===== src/rtl/pe_pkg.sv =====
// Package for the polynomial evaluator: widths, register indexes, the beat
// that travels along the cell chain and the saturation limits.
// No dependencies.
`timescale 1ns / 1ps

package pe_pkg;

  // Polynomial size and number format
  localparam int MAX_DEGREE = 6;
  localparam int FRAC_BITS  = 16;
  localparam int DATA_W     = 32;
  localparam int DEG_W      = 3;

  // Register map
  localparam int NUM_COEFF = MAX_DEGREE + 1;
  localparam int NUM_REGS  = MAX_DEGREE + 2;
  localparam int IDX_W     = $clog2(NUM_REGS);
  localparam int CIDX_W    = (NUM_COEFF > 1) ? $clog2(NUM_COEFF) : 1;

  localparam logic [IDX_W-1:0] REG_DEGREE     = IDX_W'(0);
  localparam logic [IDX_W-1:0] REG_COEFF_BASE = IDX_W'(1);

  // Datapath widths
  localparam int PROD_W     = 2 * DATA_W;
  localparam int SUM_W      = PROD_W - FRAC_BITS + 1;
  localparam int PIPE_DEPTH = 2 * NUM_COEFF;

  typedef logic signed [DATA_W-1:0] word_t;

  localparam word_t WORD_MAX = {1'b0, {(DATA_W-1){1'b1}}};
  localparam word_t WORD_MIN = {1'b1, {(DATA_W-1){1'b0}}};

  // One point in flight: the point, the running Horner sum, sticky overflow
  typedef struct packed {
    word_t x;
    word_t acc;
    logic  ovf;
  } pe_beat_t;

endpackage


===== src/rtl/pe_cfg.sv =====
// Configuration registers of the polynomial evaluator: degree and coefficients,
// plus the per-coefficient enable mask derived from the clamped degree.
// Depends on pe_pkg.
`timescale 1ns / 1ps

module pe_cfg (
  input  logic                         clk,
  input  logic                         rst,
  input  logic                         cfg_wr_en,
  input  logic [pe_pkg::IDX_W-1:0]     cfg_index,
  input  logic [pe_pkg::DATA_W-1:0]    cfg_wr_data,
  output pe_pkg::word_t                coeffs [pe_pkg::NUM_COEFF],
  output logic [pe_pkg::NUM_COEFF-1:0] coeff_active
);
  import pe_pkg::*;

  logic [DEG_W-1:0]  degree;
  logic [DEG_W-1:0]  degree_eff;
  word_t             coeff_regs [NUM_COEFF];
  logic [CIDX_W-1:0] coeff_sel;

  assign coeff_sel = CIDX_W'(cfg_index - REG_COEFF_BASE);

  // Register writes; indexes past the map are dropped
  always_ff @(posedge clk) begin
    if (rst) begin
      degree <= '0;
      for (int k = 0; k < NUM_COEFF; k++) begin
        coeff_regs[k] <= '0;
      end
    end else if (cfg_wr_en) begin
      if (cfg_index == REG_DEGREE) begin
        degree <= cfg_wr_data[DEG_W-1:0];
      end else if (int'(cfg_index) < NUM_REGS) begin
        coeff_regs[coeff_sel] <= word_t'(cfg_wr_data);
      end
    end
  end

  // Degree above the supported maximum acts as the maximum
  always_comb begin
    if (int'(degree) > MAX_DEGREE) begin
      degree_eff = DEG_W'(MAX_DEGREE);
    end else begin
      degree_eff = degree;
    end
  end

  // A coefficient takes part when its power is within the degree
  always_comb begin
    for (int k = 0; k < NUM_COEFF; k++) begin
      coeffs[k]       = coeff_regs[k];
      coeff_active[k] = (DEG_W'(k) <= degree_eff);
    end
  end

endmodule


===== config.mk =====
export PLATFORM = sky130hd
export DESIGN_NAME = pe_cfg
export DESIGN_NICKNAME = d
export VERILOG_FILES = /design/src/rtl/pe_pkg.sv /design/src/rtl/pe_cfg.sv
export SDC_FILE = /design/constraint.sdc
export NUM_CORES = 1
export LEC_CHECK = 0
export BUFFER_PORTS_ARGS = -buffer_cell sky130_fd_sc_hd__clkbuf_2
export CAP_MARGIN = 20
export CORE_MARGIN = 3
export CORE_UTILIZATION = 51
export DETAILED_ROUTE_END_ITERATION = 10
export PLACE_DENSITY = 0.79
export SLEW_MARGIN = 20
export SYNTH_ARGS = -nofsm -noshare
export SYNTH_HDL_FRONTEND = slang
export SYNTH_SLANG_ARGS = --single-unit

===== constraint.sdc =====
create_clock -name clk -period 6.4 [get_ports clk]
set_clock_uncertainty 0.2 [all_clocks]
set_input_delay 0.64 -clock clk [delete_from_list [all_inputs] [get_ports clk]]
set_output_delay 0.64 -clock clk [all_outputs]
set_load 0.005 [all_outputs]

Word level (Yosys, flattened, before mapping) --
Memories as Yosys holds them, arrays and structs flattened. Cells that the tools add are included.
Storage, ports and cells: bits in latches 0, bits of input ports 38, bits in writable memories 224, memory bits (read-only) 0, register bits 3, logic and storage cells 24, memories kept 1, output and inout port bits 231
Memory list:
- coeff_regs | depth 7, width 32, rd ports 7, clocked after Yosys merged registers in 0, wr ports 7, line pe_cfg.sv:19 | word_t coeff_regs [NUM_COEFF];
Operators by class: add/subtract/negate cells 1, multiplexer cells 10, eq/ne operators 0, bitwise logic cells 0, divide/modulo/power cells 0, shift operators 0, multipliers 0, reduce and logical (&&, ||, !) cells 3, magnitude comparators 8
Operators with widths (number):
- $mux 32 | 1
- $reduce_or 32->1 | 1
- $le 3x3->1 const A | 3
- $mux 1 | 7
- $le 1x3->1 const A | 2
- $le 2x3->1 const A | 2
- $mux 3 | 2
- $gt 3x3->1 const B | 1
- $logic_not 3->1 | 1
- $sub 3x1->3 const B | 1
- $reduce_and 2->1 | 1

Depth between registers and ports, before layout --
depth in word-level cells 7, depth in mapped cells 9, depth with buffers taken out 6

Worst setup path after synthesis --
No wires, ideal clock.
path type input to register, start input port cfg_index[0] (netlist name), end memory coeff_regs[2][0] (netlist name) (enable), stages on the path 8, arrival time 4.072 ns, path slack 1.662 ns, cells stage by stage inv_1 > ha_1 > nor2b_1 > buf_6 > or3_1 > buf_6 > buf_6 > o21ai_0
RTL lines:
- from (decl) | line pe_cfg.sv:10 | input logic [pe_pkg::IDX_W-1:0] cfg_index,
- to (decl) | line pe_cfg.sv:19

==> results.py <==
metrics = {
    "flow_run": {
        "drv_cap": 0,
    },
    "sta": {
        "finalCriticalPeriod_ns": 3.41,
        "rsz0062_at_grt": "no",
        "setup_viol": 0,
        "relSlewSlack_pct": 28.4,
        "report.final.slew_viol_count": 0,
        "hold_viol": 0,
        "final_min_period_over_clock_period_pct": 53.3,
        "fin_setup_tns_ns": 0,
        "tightest_slew_ns": 1.07,
        "fmax_mhz": 293,
    },
    "logic_synthesis": {
        "avgSynthCellArea_um2": 13.5,
        "yosysTopAreaCellShare_pct": 67.2,
        "syn_area_um2": 8570,
        "ys_seq_elements": 227,
        "seq_area_frac_synth_pct": 75.4,
        "synth.distinct_cells": 28,
        "yosysWarnings": 0,
        "synthTopCellsByArea": "edfxtp_1 67%, dfxtp_1 8.2%, and2_1 7.1%",
        "synth_area_leader_cell": "edfxtp_1",
        "synth_cells": 637,
        "syn_nets": 677,
    },
    "floorplan": {
        "die_w_um": 136,
        "die_area_um2": 18400,
        "core_area_um2": 16200,
        "die_h_um": 136,
        "start_util_pct": 53.0,
        "ios": 269,
        "rows": 46,
    },
    "pwr": {
        "seq_power_share_pct": 52.4,
        "vdd_ir_drop_max_uv": 192,
        "switching_share_pct": 22.4,
        "pwr-share-comb_pct": 8.2,
        "p_int_mw": 2.56,
        "p_switching_mw": 0.738,
        "p_clk_share_pct": 39.4,
        "p_leak_nw": 4.34,
        "power.density_nw_per_um2": 303,
        "finalPower_mw": 3.30,
    },
    "finish": {
        "fin_area_um2": 10900,
        "final_common_cell": "clkbuf_2",
        "syn_to_final_growth_pct": 26.8,
        "final_nets": 938,
        "final_cell_mix": "267 x clkbuf_2, 192 x edfxtp_1, 97 x and2_1, 96 x nor2_1, 39 x nand2_1",
        "antenna_cells": 0,
        "drive_above_1_share_pct": 35.3,
        "layoutNonFillerInstCount": 1130,
    },
    "place": {
        "place_area_um2": 10100,
        "hpwl_um": 15300,
        "gp_congestion": 0.790,
        "portBuffers": 267,
        "dpl.cell_count": 1087,
    },
    "grt": {
        "grt_pass1_wl_um": 33400,
        "grt_use_total_pct": 24.0,
        "grt_pass1_vias": 5717,
        "antenna_found_initial": 0,
        "overflow": 0,
        "grt_max_degree": 65,
    },
    "outcome": {
        "outcome": "finished clean",
    },
    "routing": {
        "drc": 0,
        "wl_um": 22600,
        "final_antenna_net_count": 0,
        "drtIter0Drc": 617,
        "wl_per_cell_um": 20.0,
        "first_pass_iters": 5,
        "num_vias": 6012,
        "viasPerCell": 5.32,
    },
    "worst_setup_path": {
        "critPathMaxFanout": 38,
        "arrival_ns": 3.32,
        "worstPathRequired_ns": 6.31,
        "crit_family": "buffers and inverters",
        "r2r_slack_ns": 5.48,
        "crit_path_end_kind": "flop",
        "critPathKind": "input port to flop",
        "cp-start-kind": "input port",
        "slowest_stage": "o21ai_4",
        "critPathBufInv": 3,
        "crit_chain": "clkbuf_2 > inv_1 > a21oi_1 > o211ai_1 > buf_4 > o21ai_4",
        "critPathMaxStageDelay_ns": 0.87,
    },
    "clock_network": {
        "cts_resized": 0,
        "cts_root_buffer": "clkbuf_16",
        "path_clk_slew_ns": 0.06,
        "clock_sinks": 227,
        "cts_buffers": 22,
        "cts_tree": "done",
        "clock_latency_ns": 0.49,
        "htree_levels": 1,
        "clockBufferDepth": 3,
        "post-cts-setup-buffer-count": 0,
        "ctsHoldBuffers": 0,
    },
    "hold_path": {
        "min_path_type": "input port to flop",
    },
}
-- worst reg2reg max path: cells and delay by family, from the launching register on --
family | cells | cell delay, ns
and+or+nand+nor | 1 | 0.07
DFF | 1 | 0.43
AOI/OAI and AO/OA | 1 | 0.13
-- cell families after synthesis --
kind of cell	share of synthesized area [%]
DFF	75.4
buffers and inverters	2.96
AOI/OAI and AO/OA	4.71
xor gates and xnor gates	0.102
other	0.0437
and+or+nand+nor	16.5
adders and majority gates	0.292
-- per-stage QoR --
stage                     util [%]  hold WS, ns  worst slack [ns]
after floorplan                  -        0.259              1.66
after global placement        62.3        0.260              2.61
after detailed placement      62.3        0.266              2.49
after CTS                     66.8        0.253              3.01
after global routing          67.2        0.255              2.84
final                         67.2        0.254              2.99
-- registers in the layout, summed over array words and instances (netlist names) --
register and flops:
degree 3, coeff_regs 224
-- per-layer routing --
layer | vias to the layer above | global-route usage [%] | part of all wire [%]
met5 | - | 0 | 0
met4 | 0 | 7.11 | 2.4
met3 | 46 | 7.28 | 11
met2 | 346 | 40.6 | 49
met1 | 2875 | 29.9 | 37
li1 | 2745 | - | -
-- synthesized netlist by cell type, drive strengths merged --
cell type and number:
or2 2, nand3 36, a21o 1, o2111a 1, o211ai 1, nand2b 4
ha 2, nor3b 1, xnor2 1, or3 2, and2 97, buf 26
a21oi 36, conb 1, nand2 39, o21ai 38, nor2 99, nor2b 2
o21a 1, clkbuf 16, dfxtp 35, edfxtp 192, inv 3, nor3 1
-- power groups by stage --
stage | logic, mW | clock network (mW) | registers [mW]
after floorplan | 0.0918 | 0 | 1.77
after global placement | 0.261 | 0 | 1.76
after detailed placement | 0.266 | 0 | 1.76
after CTS | 0.267 | 1.31 | 1.73
after global routing | 0.294 | 1.37 | 1.74
final | 0.269 | 1.30 | 1.73
-- cell type report --
cell class / instances / area [µm²]
Fill cell: 1188 / 5300
Clock buffer: 32 / 629
Sequential cell: 227 / 6470
Timing Repair Buffer: 279 / 1470
Inverter: 3 / 11.3
Tap cell: 216 / 270
Multi-Input combinational cell: 365 / 1920
Clock inverter: 8 / 93.8
-- worst paths after layout --
kind	start	to	depth (start not counted)
max	rst	coeff_regs[3][19]	6
min	cfg_wr_data[30]	coeff_regs[6][30]	3
max reg2reg	degree[2]	degree[2]	2
min reg2reg	coeff_regs[6][11]	coeff_regs[6][11]	2
Note: power is estimated with default switching activity, not from simulation.
