## config.mk

```make
export PLATFORM = sky130hd
export DESIGN_NAME = pe_cell
export DESIGN_NICKNAME = d
export VERILOG_FILES = /design/src/rtl/pe_pkg.sv /design/src/rtl/pe_cell.sv
export SDC_FILE = /design/constraint.sdc
export NUM_CORES = 2
export LEC_CHECK = 0
export ABC_AREA = 1
export BUFFER_PORTS_ARGS = -buffer_cell sky130_fd_sc_hd__clkbuf_2
export CORE_UTILIZATION = 70
export DETAILED_ROUTE_END_ITERATION = 8
export PLACE_DENSITY = 0.89
export REMOVE_ABC_BUFFERS = 1
export SLEW_MARGIN = 20
export SYNTH_ARGS = -nofsm -noshare
export SYNTH_HDL_FRONTEND = slang
export SYNTH_SLANG_ARGS = --single-unit
```

## constraint.sdc

```tcl
create_clock -name clk -period 20.7 [get_ports clk]
set_clock_uncertainty 0.15 [all_clocks]
set_input_delay 2.07 -clock clk [delete_from_list [all_inputs] [get_ports clk]]
set_output_delay 2.07 -clock clk [all_outputs]
set_load 0.01 [all_outputs]
```

## src/rtl/pe_pkg.sv

```systemverilog
// Package for the polynomial evaluator: widths, register indexes, the beat
// that travels along the cell chain and the saturation limits.
// No dependencies.
`timescale 1ns / 1ps

package pe_pkg;

  // Polynomial size and number format
  localparam int MAX_DEGREE = 6;
  localparam int FRAC_BITS  = 16;
  localparam int DATA_W     = 32;
  localparam int DEG_W      = 3;

  // Register map
  localparam int NUM_COEFF = MAX_DEGREE + 1;
  localparam int NUM_REGS  = MAX_DEGREE + 2;
  localparam int IDX_W     = $clog2(NUM_REGS);
  localparam int CIDX_W    = (NUM_COEFF > 1) ? $clog2(NUM_COEFF) : 1;

  localparam logic [IDX_W-1:0] REG_DEGREE     = IDX_W'(0);
  localparam logic [IDX_W-1:0] REG_COEFF_BASE = IDX_W'(1);

  // Datapath widths
  localparam int PROD_W     = 2 * DATA_W;
  localparam int SUM_W      = PROD_W - FRAC_BITS + 1;
  localparam int PIPE_DEPTH = 2 * NUM_COEFF;

  typedef logic signed [DATA_W-1:0] word_t;

  localparam word_t WORD_MAX = {1'b0, {(DATA_W-1){1'b1}}};
  localparam word_t WORD_MIN = {1'b1, {(DATA_W-1){1'b0}}};

  // One point in flight: the point, the running Horner sum, sticky overflow
  typedef struct packed {
    word_t x;
    word_t acc;
    logic  ovf;
  } pe_beat_t;

endpackage

```

## src/rtl/pe_cell.sv

```systemverilog
// One Horner step of the evaluator: a multiply stage and an accumulate stage
// with saturation, each a register with its own valid. Depends on pe_pkg.
`timescale 1ns / 1ps

module pe_cell (
  input  logic             clk,
  input  logic             rst,
  input  logic             in_valid,
  output logic             in_ready,
  input  pe_pkg::pe_beat_t in_beat,
  input  pe_pkg::word_t    coeff,
  input  logic             active,
  output logic             out_valid,
  input  logic             out_ready,
  output pe_pkg::pe_beat_t out_beat
);
  import pe_pkg::*;

  // Multiply stage
  logic                     mul_valid;
  logic                     mul_ready;
  word_t                    mul_x;
  word_t                    mul_acc;
  logic                     mul_ovf;
  logic signed [PROD_W-1:0] mul_prod;

  // Accumulate stage
  logic                     acc_valid;
  logic                     acc_ready;
  pe_beat_t                 acc_beat;
  pe_beat_t                 acc_beat_next;

  logic signed [SUM_W-1:0]  sum;
  logic [SUM_W-DATA_W:0]    sum_hi;
  logic                     sum_fits;

  // Each stage moves when it is empty or the one after it moves
  assign acc_ready = !acc_valid || out_ready;
  assign mul_ready = !mul_valid || acc_ready;
  assign in_ready  = mul_ready;

  // Stage 1: full-width product of running sum and point
  always_ff @(posedge clk) begin
    if (rst) begin
      mul_valid <= 1'b0;
    end else if (mul_ready) begin
      mul_valid <= in_valid;
    end
  end

  always_ff @(posedge clk) begin
    if (in_valid && mul_ready) begin
      mul_x    <= in_beat.x;
      mul_acc  <= in_beat.acc;
      mul_ovf  <= in_beat.ovf;
      mul_prod <= in_beat.acc * in_beat.x;
    end
  end

  // Stage 2: floor shift, add coefficient, clamp to the word range
  always_comb begin
    sum      = SUM_W'($signed(mul_prod[PROD_W-1:FRAC_BITS])) + SUM_W'(coeff);
    sum_hi   = sum[SUM_W-1:DATA_W-1];
    sum_fits = (&sum_hi) || !(|sum_hi);

    acc_beat_next.x = mul_x;
    if (!active) begin
      acc_beat_next.acc = mul_acc;
      acc_beat_next.ovf = mul_ovf;
    end else if (sum_fits) begin
      acc_beat_next.acc = sum[DATA_W-1:0];
      acc_beat_next.ovf = mul_ovf;
    end else begin
      acc_beat_next.acc = sum[SUM_W-1] ? WORD_MIN : WORD_MAX;
      acc_beat_next.ovf = 1'b1;
    end
  end

  always_ff @(posedge clk) begin
    if (rst) begin
      acc_valid <= 1'b0;
    end else if (acc_ready) begin
      acc_valid <= mul_valid;
    end
  end

  always_ff @(posedge clk) begin
    if (mul_valid && acc_ready) begin
      acc_beat <= acc_beat_next;
    end
  end

  assign out_valid = acc_valid;
  assign out_beat  = acc_beat;

endmodule

```

-- After elaboration in Yosys (flattened, before gate mapping)
Index checks and enable logic that the tools add are counted.
- add/sub/neg operators: 1
- multiply operators: 1
- mux-type cells: 3
- reductions and logical operators: 10
- operators by type and width (cell ; number):
    $mux 33 ; 2
    $mul 32x32->64 ; 1
    $add 48x32->49 ; 1
    $mux 32 ; 1
    $reduce_and 18->1 ; 1
    $reduce_or 18->1 ; 1
    $logic_not 1->1 ; 3
    $logic_or 1x1->1 ; 3
    $logic_and 1x1->1 ; 2
- output and inout port bits: 67
- flip-flop bits (word level): 196
- word-level logic and storage cells: 24

-- Logic depth before layout (Yosys ltp)
- depth after elaboration: 6
- gate-level depth with buffers: 30
- depth with buffers taken out: 29

-- Worst setup path before layout
OpenSTA, ideal clock, no wires.
- path type: input to register
- start: in in_beat[32] (netlist name)
- end: reg mul_prod[59], data pin
- arrival time: 8.999 ns
- setup time: 0.252 ns
- slack: 11.298 ns
- cell stages on the path: 25
- required time: 20.298 ns
- cells stage by stage: clkbuf_1 -> nand2_1 -> inv_1 -> fa_1 -> fa_1 -> fa_1 -> inv_1 -> fa_1 -> inv_1 -> fa_1 -> fa_1 -> inv_1 -> fa_1 -> fa_1 -> inv_1 -> ha_1 -> a21oi_1 -> inv_1 -> a21oi_1 -> a21boi_0 -> o21ai_0 -> a221oi_1 -> nand2_1 -> nand2_1 -> nand2_1
- cells in the longest elaborated chain, start to end: 1
- ends and longest elaborated chain (what ; RTL line ; text):
    start: declaration ; pe_cell.sv:10 ; input pe_pkg::pe_beat_t in_beat,
    $mul 32x32->64 ; pe_cell.sv:56 ; mul_prod <= in_beat.acc * in_beat.x;
    end signal: assignment ; pe_cell.sv:56 ;
    end: declaration ; pe_cell.sv:25 ; logic signed [PROD_W-1:0] mul_prod;
No other way between the ends.
A chain may end at the register's enable or synchronous reset.

-- Worst setup path in the final report
Ends and elaborated chain as after synthesis.

==> flow_summary.json <==
{
  "critPathKind": "in -> reg",
  "num_rows": 95,
  "routedWlPerCell_um": 20.21,
  "maxCapViolCount": 0,
  "first_iter_violations": 3905,
  "gr-usage-all-layers": 0.4128,
  "synth-main-ff-cell": "edfxtp_1",
  "period_needed_ns": 10.16,
  "final_common_cell": "inv_1",
  "synth_xor_area_frac": 0.01732,
  "synth-compound-area-share": 0.03683,
  "outcome": "completed",
  "vias_per_cell": 5.759,
  "regToRegStartpoint": "mul_prod[54]",
  "slew_headroom": 0.2542,
  "reg2reg_to": "out_beat[16]",
  "rsz0062_at_grt": "no",
  "reg2reg_depth": 19,
  "nFillCells": 4699,
  "clockRootBuffer": "clkbuf_16",
  "drv_slew": 0,
  "post_cts_buffers": 0,
  "nNetsFinal": 7234,
  "initial_core_util": 0.7078,
  "synthArstFlopShare": 0,
  "hold_start": "mul_x[8]",
  "clk_latency_ns": 0.46,
  "tritoncts": "done",
  "grt_max_degree": 66,
  "finalHoldViolations": 0,
  "hold_path_end": "out_beat[41]",
  "r2r_slack_ns": 16.32,
  "setup_viol": 0,
  "synth_warnings": 0,
  "postSynthAreaPerCell_um2": 8.207,
  "timing.fmax_ghz": 0.09846,
  "first_global_vias": 42877,
  "first_pass_iters": 8,
  "whs_path_depth": 0,
  "htreeDepth": 4,
  "die_area_um2": 68950,
  "antenna_found_initial": 2,
  "tns_ns": 0,
  "synth_top_family_by_area": "adder cells",
  "synthMuxAreaShare": 0,
  "portBuffers": 168,
  "dieWidth_um": 262.6,
  "hpwl_um": 108700,
  "yosysSeqAreaShare": 0.1133,
  "final_layout_size_suffix_gt1_frac": 0.05364,
  "clk_pin_slew_ns": 0.08,
  "synth_adder_area_share": 0.5157,
  "grt_pass1_wl_um": 220200,
  "die_h_um": 262.6,
  "syn_to_final_growth_pct": 4.393,
  "cp_max_fo": 33,
  "gp_congestion": 1.016,
  "core_area_um2": 67160,
  "synth_area_um2": 47530,
  "holdCritPathClass": "reg -> reg",
  "crit_path_end_kind": "flip-flop",
  "synth_edf_count": 178,
  "ant_nets": 0,
  "required_ns": 20.76,
  "dr_total_vias": 38645,
  "arrival_ns": 10.21,
  "pin_count": 169,
  "cts-buffers-inserted": 17,
  "cts_sinks": 180,
  "wl_um": 135600,
  "startpoint_type": "input port",
  "period_share": 0.4907,
  "synth_cells": 5792,
  "dp.cells": 6676,
  "ys_ff_latch": 180,
  "final_cell_count_no_fill": 6710,
  "cts_hold_buf": 0,
  "grt-ovfl-total": 0,
  "layout_common_cells": "inv_1 (1754), nand2_1 (1555), fa_1 (1082), nor2_1 (234), ha_1 (228)",
  "clockBufferDepth": 2,
  "tightestPinTransition_ns": 1.119,
  "synth-simple-area-share": 0.1610,
  "synth_cell_types": 43,
  "ctsResizeCount": 0,
  "drc": 0
}
## Yosys cell counts, types with 7 or more instances
cell,count,area [um2]
fa_1,1082,21660
o21bai_1,10,75.07
clkbuf_1,196,735.7
a21oi_1,139,695.7
nor3_1,18,90.09
xor2_1,61,534.3
nand2_1,1555,5837
a21o_1,8,60.06
o21a_1,9,67.56
xnor2_1,33,289.0
ha_1,228,2853
inv_1,1755,6588
a31oi_1,22,137.6
nand3_1,67,335.3
edfxtp_1,178,5345
nor2_1,234,878.3
o21ai_0,59,295.3
nand4_1,33,206.5
a21oi_2,30,262.8
or2_2,8,50.05
nor2_2,8,50.05
nand2_2,7,43.79
nor3_2,7,70.07
## flip-flops by register name, summed over array words and instances (netlist names)
name,flops
out_valid,1
mul_acc,32
mul_prod,48
out_beat,65
mul_ovf,1
mul_x,32
mul_valid,1
## how the worst max path moves through the flow
stage,cells after the start,slack (ns),end,startpoint
floorplan,24,11.52,mul_prod[59],in_beat[32]
global placement,26,10.29,mul_prod[59],in_beat[32]
detailed placement,26,10.09,mul_prod[59],in_beat[32]
CTS,26,10.53,mul_prod[59],in_beat[32]
global route,26,9.93,mul_prod[59],in_beat[32]
finish,26,10.54,mul_prod[59],in_beat[32]
## cell type report
| cell class | count | area (um2) | share of cell area |
|---|---|---|---|
| multi-input cells | 3651 | 34750 | 0.7003 |
| inverters | 1759 | 6606 | 0.1331 |
| flip-flops and latches | 180 | 5385 | 0.1085 |
| repair buffers | 213 | 1179 | 0.02375 |
| well taps | 873 | 1092 | 0.02201 |
| clock buffers | 17 | 425.4 | 0.008573 |
| clock inverters | 15 | 176.4 | 0.003555 |
| diodes | 2 | 5.005 | 0.0001009 |
## metrics by stage
step / instance area [um2] / util / setup WS (ns) / hold slack [ns]
finish: 49620 / 0.7389 / 10.54 / 0.2674
global route: 49620 / 0.7388 / 9.928 / 0.2745
CTS: 49620 / 0.7388 / 10.53 / 0.2674
detailed placement: 49010 / 0.7298 / 10.09 / 0.2545
global placement: 49010 / 0.7298 / 10.29 / 0.2512
floorplan: 46730 / - / 11.52 / 0.2503
## cell families (layout without fill, tap and decap cells)
logic type,after synthesis,count (layout)
AND/OR/NAND/NOR,1950,1950
XOR/XNOR,94,94
flip-flops,180,180
AO/OA/AOI/OAI,297,297
other,0,2
buffers and inverters,1961,2004
adder cells (fa/ha/maj),1310,1310
## metal layers
layer,up-vias,GRT usage,part of all wire
met5,-,0,0.00025
met4,4,0.2432,0.066
met3,740,0.07627,0.11
met2,2721,0.6844,0.48
met1,18699,0.5095,0.35
li1,16481,-,-
## worst max-delay path, cell delays in order
cell      delay, ns
clkbuf_2       0.07
buf_4          0.39
nand2_1        0.17
inv_1          0.15
fa_1           0.46
fa_1           0.51
fa_1           0.94
inv_1          0.15
fa_1           0.60
inv_1          0.62
fa_1           0.57
fa_1           0.55
inv_1          0.05
fa_1           0.46
fa_1           0.52
inv_1          0.05
ha_1           0.37
a21oi_1        0.28
inv_1          0.07
a21oi_1        0.21
a21boi_0       0.28
o21ai_0        0.12
a221oi_1       0.31
nand2_1        0.09
nand2_1        0.06
nand2_1        0.04
Power is not shown: default switching activity piles up to over one toggle a cycle in this logic, so the estimate is an artifact.
